--- src/hdl/khwu_pkg.sv ---
`timescale 1ns / 1ps
// ----------------------------------------------------------------------------
// khwu_pkg
// shared sizes, command codes and helpers of the hebbian weight update block
// ----------------------------------------------------------------------------
package khwu_pkg;

	localparam int UNITS    = 16;
	localparam int FEATURES = 64;
	localparam int BATCH    = 16;

	localparam int UW    = (UNITS > 1) ? $clog2(UNITS) : 1;
	localparam int FW    = (FEATURES > 1) ? $clog2(FEATURES) : 1;
	localparam int BW    = (BATCH > 1) ? $clog2(BATCH) : 1;
	localparam int RK_W  = $clog2(UNITS + 1);

	localparam int FUNC_W    = 3;
	localparam int IDX_W     = 6;
	localparam int VALUE_W   = 32;
	localparam int UPD_W     = 16;
	localparam int CFG_DATA_W = 16;
	localparam int CFG_IDX_W = 1;

	localparam int LBL_W = 18;
	localparam int MB_W  = 48;
	localparam int ACC_W = 64;
	localparam int ST_W  = 48;
	localparam int Q_W   = 16;

	localparam logic [CFG_IDX_W-1:0] CFG_RANK_K  = 1'b0;
	localparam logic [CFG_IDX_W-1:0] CFG_PENALTY = 1'b1;

	localparam logic signed [ST_W-1:0] SAT48 = {1'b0, {(ST_W-1){1'b1}}};

	typedef enum logic [FUNC_W-1:0] {
		FN_LOAD_W  = 3'd0,
		FN_LOAD_X  = 3'd1,
		FN_LOAD_A  = 3'd2,
		FN_COMPUTE = 3'd3,
		FN_READ    = 3'd4
	} func_t;

	typedef struct packed {
		logic clr;
		logic en;
	} mac_ctl_t;

	// +1.0 for the winner, -delta for the penalised unit, else 0 (q.16)
	function automatic logic signed [LBL_W-1:0] label_of(
		input logic [UW-1:0] win,
		input logic [UW-1:0] pen,
		input logic [UW-1:0] u,
		input logic [CFG_DATA_W-1:0] delta
	);
		logic signed [LBL_W-1:0] r;
		r = '0;
		if (win == u)
			r = LBL_W'(65536);
		else if (pen == u)
			r = -$signed({2'b00, delta});
		return r;
	endfunction

endpackage

--- src/hdl/khwu_mac.sv ---
`timescale 1ns / 1ps
// ----------------------------------------------------------------------------
// khwu_mac
// shared multiply-accumulate unit: registered product, then accumulate
// ----------------------------------------------------------------------------
module khwu_mac import khwu_pkg::*; (
	input  logic                    clk,
	input  logic                    arst_n,
	input  mac_ctl_t                ctl,
	input  logic signed [LBL_W-1:0] a,
	input  logic signed [MB_W-1:0]  b,
	output logic signed [ACC_W-1:0] acc
);
	logic signed [LBL_W+MB_W-1:0] full;
	logic signed [ACC_W-1:0]      prod_s1;
	logic                         en_s1;
	logic signed [ACC_W-1:0]      acc_q;

	assign full = a * b;
	assign acc  = acc_q;

	always_ff @(posedge clk or negedge arst_n) begin
		if (!arst_n) begin
			en_s1 <= 1'b0;
			acc_q <= '0;
		end else begin
			en_s1 <= ctl.en;
			acc_q <= (ctl.clr ? ACC_W'(0) : acc_q) + (en_s1 ? prod_s1 : ACC_W'(0));
		end
	end

	always_ff @(posedge clk) begin
		if (ctl.en)
			prod_s1 <= ACC_W'(full);
	end
endmodule

--- config.mk ---
export PLATFORM = sky130hd
export DESIGN_NAME = khwu_mac
export DESIGN_NICKNAME = d
export VERILOG_FILES = /design/src/hdl/khwu_pkg.sv /design/src/hdl/khwu_mac.sv
export SDC_FILE = /design/constraint.sdc
export NUM_CORES = 2
export LEC_CHECK = 0
export BUFFER_PORTS_ARGS = -buffer_cell sky130_fd_sc_hd__buf_2
export CAP_MARGIN = 20
export CORE_MARGIN = 2
export CORE_UTILIZATION = 25
export CTS_BUF_LIST = sky130_fd_sc_hd__clkbuf_4 sky130_fd_sc_hd__clkbuf_8
export CTS_CLUSTER_SIZE = 24
export DETAILED_ROUTE_END_ITERATION = 8
export PLACE_DENSITY = 0.47
export SLEW_MARGIN = 20
export SYNTH_ARGS = -nofsm -noshare
export SYNTH_HDL_FRONTEND = slang
export SYNTH_SLANG_ARGS = --single-unit
--- constraint.sdc ---
create_clock -name clk -period 3.5 [get_ports clk]
set_input_delay 0 -clock clk [delete_from_list [all_inputs] [get_ports clk]]
set_output_delay 0 -clock clk [all_outputs]
set_load 0.05 [all_outputs]
==> results_dict.tcl <==
set metrics [dict create \
    synth_flop_cell "dfrtp_1" \
    antenna_found_initial 2 \
    dieArea_um2 148300 \
    grt_pass1_wl_mm 172.5 \
    dpl_worst_slack_ns -3.157 \
    cts_tree "done" \
    final_layout_size_suffix_gt1_frac 0.2502 \
    clk_latency_ns 0.54 \
    worst-setup-path-type "in2reg" \
    drc 0 \
    synthTopCellsByArea "fa_1, inv_1, ha_1" \
    syn_area_um2 36320 \
    htreeDepth 4 \
    synth.distinct_cells 86 \
    finalHoldViolations 0 \
    start_util 0.2525 \
    multi_input_area_um2 30280 \
    rsz0062_at_grt "true" \
    synth_edf_count 64 \
    grt_pass1_vias 30600 \
    core_um2 143800 \
    fmax_mhz 174.1 \
    area_growth_pct 29.46 \
    final_util 0.3269 \
    synth_xor_area_frac 0.03015 \
    syn_nets 5181 \
    synth_top_family_by_area "adder cells" \
    worstMarginPinSlew_ns 0.5129 \
    fin_ws_ns -2.245 \
    clock_sinks 129 \
    finalCritPeriodShare 1.641 \
    crit_required_ns 3.77 \
    ys_ff_latch 129 \
    vias_per_cell 4.226 \
    hp-class "in2reg" \
    async_flop_share 0.5039 \
    gp_congestion 0.8447 \
    ys_seq_area_frac 0.09771 \
    clock-root-buffer "clkbuf_8" \
    run_status "finished, violations left" \
    die-height_um 385.1 \
    fin_crit_ns 5.745 \
    drt_iter0_drc 1270 \
    gr-total-overflow 0 \
    portBuffers 133 \
    drt_first_pass_iters 9 \
    yosysTopAreaCellShare 0.4388 \
    vias 27890 \
    end_kind "register" \
    synth-compound-area-share 0.07249 \
    antenna_left 0 \
    clk_pin_slew_ns 0.07 \
    wl_mm 108.6 \
    wl_per_cell_um 16.45 \
    start_kind "input pin" \
    postSynthAreaPerCell_um2 8.853 \
    cp_max_fo 8 \
    yosysTopAreaCell "fa_1" \
    cp_common_cell "buf_4" \
    yosys_warnings 0 \
    cp_slowest_cell "fa_2" \
    maxCapViolations 0 \
    cts_inserted_buffers 25 \
    setup_violations 55 \
    rows 139 \
    slew_headroom 0.6581 \
    hpwl_mm 92.76 \
    num-fill-cells 14980 \
    grt_start_max_net_pins 66 \
    violations "negative setup slack" \
    die_w_um 385.1 \
    finalMaxSlewViolations 0 \
    slowest_delay_ns 0.62 \
    clk_path_buf_depth 3 \
    nNetsFinal 5770 \
    synthCells 4102 \
    synthAdderAreaFrac 0.5122 \
    synth_simple_gate_area_frac 0.1640 \
    synth_mux_area_frac 0.0002756 \
    pin_count 134 \
    grt_use_total 0.1481 \
    seq_area_um2 3548 \
    skew_ns 0.04023 \
    cp.arrival_ns 6.01 \
]
## worst max-delay path, delay by kind of cell
family / cells / cell delay (ns)
compound gates: 2 / 0.24
buf+inv: 18 / 2.05
xor+xnor: 1 / 0.14
fa+ha+maj: 7 / 3.44
simple gates: 2 / 0.14
## synthesized netlist by cell type, drive strengths merged (3+ instances only)
library cell and n:
nor3 12, a21oi 136, a211oi 9, a31o 6
o21ai 77, nand3 18, o21a 15, nand2 657
ha 213, xnor2 87, a21o 50, a31oi 6
and3 11, o211ai 10, buf 5, a221oi 6
nor2 103, and4 7, a311oi 3, and2 312
o211a 3, or2 4, a211o 4, nor2b 76
nand2b 26, o31ai 7, clkbuf 199, nand3b 5
fa 796, nand4 15, nor4 3, inv 985
nor3b 6, dfrtp 65, o21bai 21, o31a 4
a21boi 6, o22ai 3, xor2 38, edfxtp 64
a2111oi 4
## timing repair
item	4_1_cts	5_1_grt
resized for setup	300	160
hold buffers	5	0
gates cloned	4	5
pin swaps	151	157
setup buffers	62	21
setup endpoints to repair	76	73
endpoints found under the hold margin	85	0
## state kept, by name, summed over array words and instances (netlist names)
register,flops
prod_s1,64
acc,64
en_s1,1
## cell type report
cell class | instances | share of cell area
clock inverter | 4 | 0.0009315
inverter | 985 | 0.07864
timing repair buffer | 766 | 0.1421
clock buffer | 28 | 0.008064
antenna | 1 | 0.00005323
tap | 1903 | 0.05065
sequential | 129 | 0.07548
multi-input combinational | 2784 | 0.6440
## logic make-up (layout without fill, tap and decap cells)
logic type,count (synthesis),in the layout
simple gates,1256,1256
buf+inv,1189,1783
fa+ha+maj,1009,1009
compound gates,393,393
flops,129,129
xor+xnor,125,125
mux,1,1
other cells,0,1
## metrics by stage
step	instance area [um2]	cells	hold slack (ns)	setup TNS (ns)
final	47010	6600	0.03467	-90.14
after global placement	43760	6481	-0.009799	-141.06
after global routing	47010	6600	0.03821	-101.05
after floorplan	38020	4102	-0.2956	-88.08
after detailed placement	43760	6481	-0.005901	-141.44
after CTS	46090	6576	0.008027	-89.76
## worst paths after layout
path                                 startpoint               endpoint  slack [ns]  cells past startpoint
max reg2reg                     en_s1$_DFF_PN0_      acc[48]$_DFF_PN0_        0.02                     16
min in group asynchronous                arst_n      acc[11]$_DFF_PN0_        0.55                      4
max in group asynchronous                arst_n      acc[47]$_DFF_PN0_        2.53                      4
max                                        a[9]  prod_s1[28]$_DFFE_PP_       -2.24                     30
min                                        a[0]   prod_s1[0]$_DFFE_PP_        0.03                      3
min reg2reg                prod_s1[0]$_DFFE_PP_       acc[0]$_DFF_PN0_        0.64                      2
## metal layers
layer	vias up	track usage	part of all wire
met5	-	0	0
met4	0	0.01678	0.0065
met3	35	0.01661	0.043
met2	453	0.2330	0.44
met1	14150	0.2235	0.51
li1	13260	-	-
## cells in the final DEF, fill, tap and decap left out, types with 9 or more instances in the layout
master,synthesis,layout
nand4_1,15,15
o21ai_2,3,17
nor2_1,102,94
a21oi_4,2,9
nor3_1,12,9
ha_1,213,153
nor2b_1,76,72
and2_1,311,282
dfrtp_1,65,65
edfxtp_1,64,64
buf_8,0,13
o21ai_0,62,37
buf_12,0,49
buf_4,0,528
o21a_1,14,12
o21ai_1,12,18
and2_4,0,30
a21oi_1,132,81
nand2_1,657,629
nand2b_1,26,25
nand2_2,0,21
a21o_1,50,50
inv_1,985,944
xor2_1,38,36
xnor2_1,87,76
nand3_1,18,15
fa_1,796,753
buf_2,2,96
o21bai_1,20,17
ha_2,0,9
buf_6,1,61
xnor2_2,0,11
fa_2,0,43
a21oi_2,2,46
clkbuf_8,0,27
inv_2,0,41
ha_4,0,51
Power is not shown: default switching activity piles up to over one toggle a cycle in this logic, so the estimate is an artifact.
