<file path="src/hdl/khwu_pkg.sv">
`timescale 1ns / 1ps
// ----------------------------------------------------------------------------
// khwu_pkg
// shared sizes, command codes and helpers of the hebbian weight update block
// ----------------------------------------------------------------------------
package khwu_pkg;

	localparam int UNITS    = 16;
	localparam int FEATURES = 64;
	localparam int BATCH    = 16;

	localparam int UW    = (UNITS > 1) ? $clog2(UNITS) : 1;
	localparam int FW    = (FEATURES > 1) ? $clog2(FEATURES) : 1;
	localparam int BW    = (BATCH > 1) ? $clog2(BATCH) : 1;
	localparam int RK_W  = $clog2(UNITS + 1);

	localparam int FUNC_W    = 3;
	localparam int IDX_W     = 6;
	localparam int VALUE_W   = 32;
	localparam int UPD_W     = 16;
	localparam int CFG_DATA_W = 16;
	localparam int CFG_IDX_W = 1;

	localparam int LBL_W = 18;
	localparam int MB_W  = 48;
	localparam int ACC_W = 64;
	localparam int ST_W  = 48;
	localparam int Q_W   = 16;

	localparam logic [CFG_IDX_W-1:0] CFG_RANK_K  = 1'b0;
	localparam logic [CFG_IDX_W-1:0] CFG_PENALTY = 1'b1;

	localparam logic signed [ST_W-1:0] SAT48 = {1'b0, {(ST_W-1){1'b1}}};

	typedef enum logic [FUNC_W-1:0] {
		FN_LOAD_W  = 3'd0,
		FN_LOAD_X  = 3'd1,
		FN_LOAD_A  = 3'd2,
		FN_COMPUTE = 3'd3,
		FN_READ    = 3'd4
	} func_t;

	typedef struct packed {
		logic clr;
		logic en;
	} mac_ctl_t;

	// +1.0 for the winner, -delta for the penalised unit, else 0 (q.16)
	function automatic logic signed [LBL_W-1:0] label_of(
		input logic [UW-1:0] win,
		input logic [UW-1:0] pen,
		input logic [UW-1:0] u,
		input logic [CFG_DATA_W-1:0] delta
	);
		logic signed [LBL_W-1:0] r;
		r = '0;
		if (win == u)
			r = LBL_W'(65536);
		else if (pen == u)
			r = -$signed({2'b00, delta});
		return r;
	endfunction

endpackage

</file>
<file path="src/hdl/khwu_div.sv">
`timescale 1ns / 1ps
// ----------------------------------------------------------------------------
// khwu_div
// serial restoring divider: floor(num * 2^15 / den) for num <= den
// ----------------------------------------------------------------------------
module khwu_div import khwu_pkg::*; (
	input  logic            clk,
	input  logic            arst_n,
	input  logic            start,
	input  logic [ST_W-1:0] num,
	input  logic [ST_W-1:0] den,
	output logic            busy,
	output logic            done,
	output logic [Q_W-1:0]  quot
);
	localparam int CNT_W = $clog2(Q_W + 1);

	logic [ST_W:0]    r_q;
	logic [ST_W-1:0]  den_q;
	logic [Q_W-1:0]   q_q;
	logic [CNT_W-1:0] cnt_q;
	logic             busy_q;
	logic             done_q;
	logic             ge;
	logic [ST_W:0]    r_next;

	assign ge     = r_q >= {1'b0, den_q};
	assign r_next = ge ? (r_q - {1'b0, den_q}) : r_q;
	assign busy   = busy_q;
	assign done   = done_q;
	assign quot   = q_q;

	always_ff @(posedge clk or negedge arst_n) begin
		if (!arst_n) begin
			busy_q <= 1'b0;
			done_q <= 1'b0;
			cnt_q  <= '0;
		end else begin
			done_q <= 1'b0;
			if (start) begin
				busy_q <= 1'b1;
				cnt_q  <= CNT_W'(Q_W);
			end else if (busy_q) begin
				cnt_q <= cnt_q - 1'b1;
				if (cnt_q == CNT_W'(1)) begin
					busy_q <= 1'b0;
					done_q <= 1'b1;
				end
			end
		end
	end

	always_ff @(posedge clk) begin
		if (start) begin
			r_q   <= {1'b0, num};
			den_q <= den;
			q_q   <= '0;
		end else if (busy_q) begin
			r_q <= {r_next[ST_W-1:0], 1'b0};
			q_q <= {q_q[Q_W-2:0], ge};
		end
	end
endmodule

</file>
<file path="config.mk">
export PLATFORM = sky130hd
export DESIGN_NAME = khwu_div
export DESIGN_NICKNAME = d
export VERILOG_FILES = /design/src/hdl/khwu_pkg.sv /design/src/hdl/khwu_div.sv
export SDC_FILE = /design/constraint.sdc
export NUM_CORES = 1
export LEC_CHECK = 0
export BUFFER_PORTS_ARGS = -buffer_cell sky130_fd_sc_hd__buf_4
export CORE_MARGIN = 4
export CORE_UTILIZATION = 50
export CTS_CLUSTER_SIZE = 30
export DETAILED_ROUTE_END_ITERATION = 6
export GPL_ROUTABILITY_DRIVEN = 0
export HOLD_SLACK_MARGIN = 0.08
export PLACE_DENSITY = 0.67
export SYNTH_ARGS = -nofsm -noshare
export SYNTH_HDL_FRONTEND = slang
export SYNTH_SLANG_ARGS = --single-unit
</file>
<file path="constraint.sdc">
create_clock -name clk -period 3.96 [get_ports clk]
set_input_delay 0 -clock clk [delete_from_list [all_inputs] [get_ports clk]]
set_output_delay 0 -clock clk [all_outputs]
set_load 0.005 [all_outputs]
</file>
==> results_dict.tcl <==
set metrics [dict create \
    outcome "finished clean" \
    power_density_nw_per_um2 727.4 \
    drtAntennaViolNets 0 \
    p_comb_share_pct 54.1 \
    drive_gt1_share_pct 18.49 \
    synth.avg_cell_area_um2 9.573 \
    hold_viol_final 0 \
    yosys-top-cells-count "edfxtp_1, nand2_1, inv_1, nor2_1, a21oi_1" \
    fin_crit_ns 3.659 \
    p_seq_share_pct 26.4 \
    slowest_stage "a211oi_4" \
    p_sw_mw 3.163 \
    synthFlopType "edfxtp_1" \
    placement.cell_area_um2 8895 \
    rsz0062_at_grt "false" \
    netlist_area_um2 7850 \
    placed_cells 1114 \
    crit_required_ns 4.20 \
    clkSinkCount 120 \
    die_h_um 133.3 \
    coreArea_um2 15310 \
    path_cells "ha_1 -> a21oi_1 -> o211ai_1 -> a21oi_1 -> o211a_1 -> a2111oi_4 -> a211oi_4 -> buf_4 -> nor3_1 -> mux2_1 -> a221oi_1" \
    start_kind "flip-flop" \
    tritoncts "yes" \
    ctsHtreeMaxLevel 4 \
    async_flop_share_pct 5.833 \
    yosysTopAreaCell "edfxtp_1" \
    vias_per_cell 5.459 \
    p_int_mw 4.429 \
    synth_edf_count 96 \
    grt_pass1_vias 6976 \
    wl_per_cell_um 16.05 \
    grt_pass1_wl_um 33030 \
    end_kind "flip-flop" \
    yosys_warnings 0 \
    fin_nets 1170 \
    cpPeakStageDelay_ns 0.79 \
    first_iter_violations 528 \
    antenna_found_initial 0 \
    num_vias 6791 \
    post-route-period-util_pct 92.39 \
    synth_cells 820 \
    fmax_mhz 273.3 \
    slew_headroom_pct 39.09 \
    hold_path_class "in2reg" \
    setup_violations 0 \
    leakagePower_nw 4.641 \
    clkTransAtPathRegs_ns 0.06 \
    root_buffer "clkbuf_16" \
    die_w_um 133.3 \
    grt_max_degree 86 \
    peakVddDrop_mv 0.4840 \
    grtUsageTotal_pct 22.65 \
    switching_share_pct 41.66 \
    synth_nets 970 \
    postLayoutCellArea_um2 10440 \
    clock_path_buffers 2 \
    power_mw 7.591 \
    ys_ff_latch 120 \
    cts_resized 0 \
    cpLargestDelayFamily "compound AO/OA/AOI/OAI gates" \
    initial_core_util_pct 51.26 \
    pwr-share-clk_pct 19.5 \
    maxCapViolCount 0 \
    ioPinCount 117 \
    path_max_fanout 18 \
    wl_um 19970 \
    crit_top_cell "a21oi_1" \
    rows 45 \
    dr.pass1.iters 5 \
    syn_to_final_growth_pct 32.95 \
    yosysSeqAreaShare_pct 43.29 \
    clock_skew_ns 0.01147 \
    numPortBuffers 116 \
    antenna_cells 0 \
    fin_tns_setup_ns 0 \
    cp.buffers_inverters 1 \
    yosysTopAreaCellShare_pct 36.72 \
    layout.cells.non_filler 1244 \
    dp.final_hpwl_um 13790 \
    arrival_ns 3.90 \
    synthTopCellsByArea "edfxtp_1, ha_1, dfxtp_1" \
    overflow 0 \
    route.detailed.drc 0 \
    ys_types 62 \
    insertion_delay_ns 0.43 \
    yosys.cell_count.top_type "edfxtp_1" \
    dieArea_um2 17770 \
    path_class "reg2reg" \
    drv_slew 0 \
    numCtsBuffers 17 \
    worst_pin_slew_ns 0.9107 \
]
==> routing by layer <==
metal	global-route usage [%]	routed length [um]
met1	29.45	8943
met2	37.75	9626
met3	4.721	1034
met4	7.829	367
met5	0	0
==> power groups by stage <==
stage / Sequential (mW) / Combinational, mW / Clock [mW]
CTS: 2.00 / 4.06 / 1.51
finish: 2.01 / 4.11 / 1.48
global placement: 2.01 / 3.88 / 0
detailed placement: 2.02 / 3.95 / 0
floorplan: 1.95 / 3.08 / 0
global route: 2.04 / 4.56 / 1.56
==> placed cells by master, fill, tap and decap left out, types with 7 or more instances in the layout <==
cell           count
buf_4            126
dlygate4sd3_1     98
edfxtp_1          96
nand2_1           85
inv_1             69
nor2_1            64
a21oi_1           61
ha_1              50
o21ai_0           36
xnor2_1           30
o21ai_1           26
mux2_2            23
a21o_1            20
mux2i_1           18
clkbuf_16         18
dfxtp_1           17
xor2_1            16
nor3_1            15
nand4_1           14
a211oi_1          11
and3b_1           11
a31oi_1           10
a221o_1           10
o21bai_1           9
nand3_1            8
o31ai_1            7
dfrtp_1            7
==> stage by stage <==
step | util (%) | setup WS [ns] | hold WS [ns]
after floorplan | - | 0.8729 | -0.2956
after global placement | 58.08 | 0.3973 | -0.1862
after detailed placement | 58.08 | 0.3519 | -0.1824
after CTS | 68.15 | 0.3230 | 0.1595
after global routing | 68.15 | 0.03677 | 0.1990
final | 68.15 | 0.3014 | 0.1407
==> final timing paths <==
kind	startpoint	end	slack, ns	cells after the start
worst max-delay path	r_q[6]$_DFFE_PP_	r_q[47]$_DFFE_PP_	0.30	11
worst min-delay path	start	quot[3]$_SDFFE_PP0P_	0.14	2
worst max register to register	r_q[6]$_DFFE_PP_	r_q[47]$_DFFE_PP_	0.30	11
worst min register to register	quot[15]$_SDFFE_PP0P_	quot[15]$_SDFFE_PP0P_	0.51	2
max in group asynchronous	arst_n	busy$_DFF_PN0_	3.19	3
min in group asynchronous	arst_n	cnt_q[0]$_DFFE_PN0P_	0.52	3
==> cells by family (layout without fill, tap and decap cells) <==
group | after synthesis | count (layout) | share of synthesized area, %
xor+xnor | 46 | 46 | 5.132
mux | 44 | 44 | 6.073
buf+inv | 114 | 327 | 5.802
compound gates | 219 | 219 | 17.90
simple gates | 226 | 226 | 13.58
flops | 120 | 120 | 43.29
fa+ha+maj | 51 | 51 | 8.224
==> worst reg2reg max path, delay by kind of cell (launching register included) <==
| family | cells | cell delay (ns) |
|---|---|---|
| fa+ha+maj | 1 | 0.40 |
| mux | 1 | 0.32 |
| compound gates | 7 | 1.98 |
| simple gates | 1 | 0.06 |
| buf+inv | 1 | 0.32 |
| flops | 1 | 0.39 |
==> cell type report <==
| cell class | instances | area, um2 |
|---|---|---|
| flip-flops and latches | 120 | 3398 |
| inverters | 70 | 262.8 |
| clock inverters | 14 | 110.1 |
| repair buffers | 225 | 1947 |
| clock buffers | 18 | 450.4 |
| well taps | 211 | 264.0 |
| fillers | 1217 | 4878 |
| multi-input cells | 586 | 4004 |
==> flip-flops by register name (all words and copies together), names as in the netlist <==
name,count
den_q,48
busy,1
done,1
cnt_q,5
quot,16
r_q,49
==> what timing repair did <==
item,in CTS,in global routing
hold endpoints to repair,103,0
hold buffers,98,0
buffers inserted,0,0
Power figures use the tool's default switching activity.
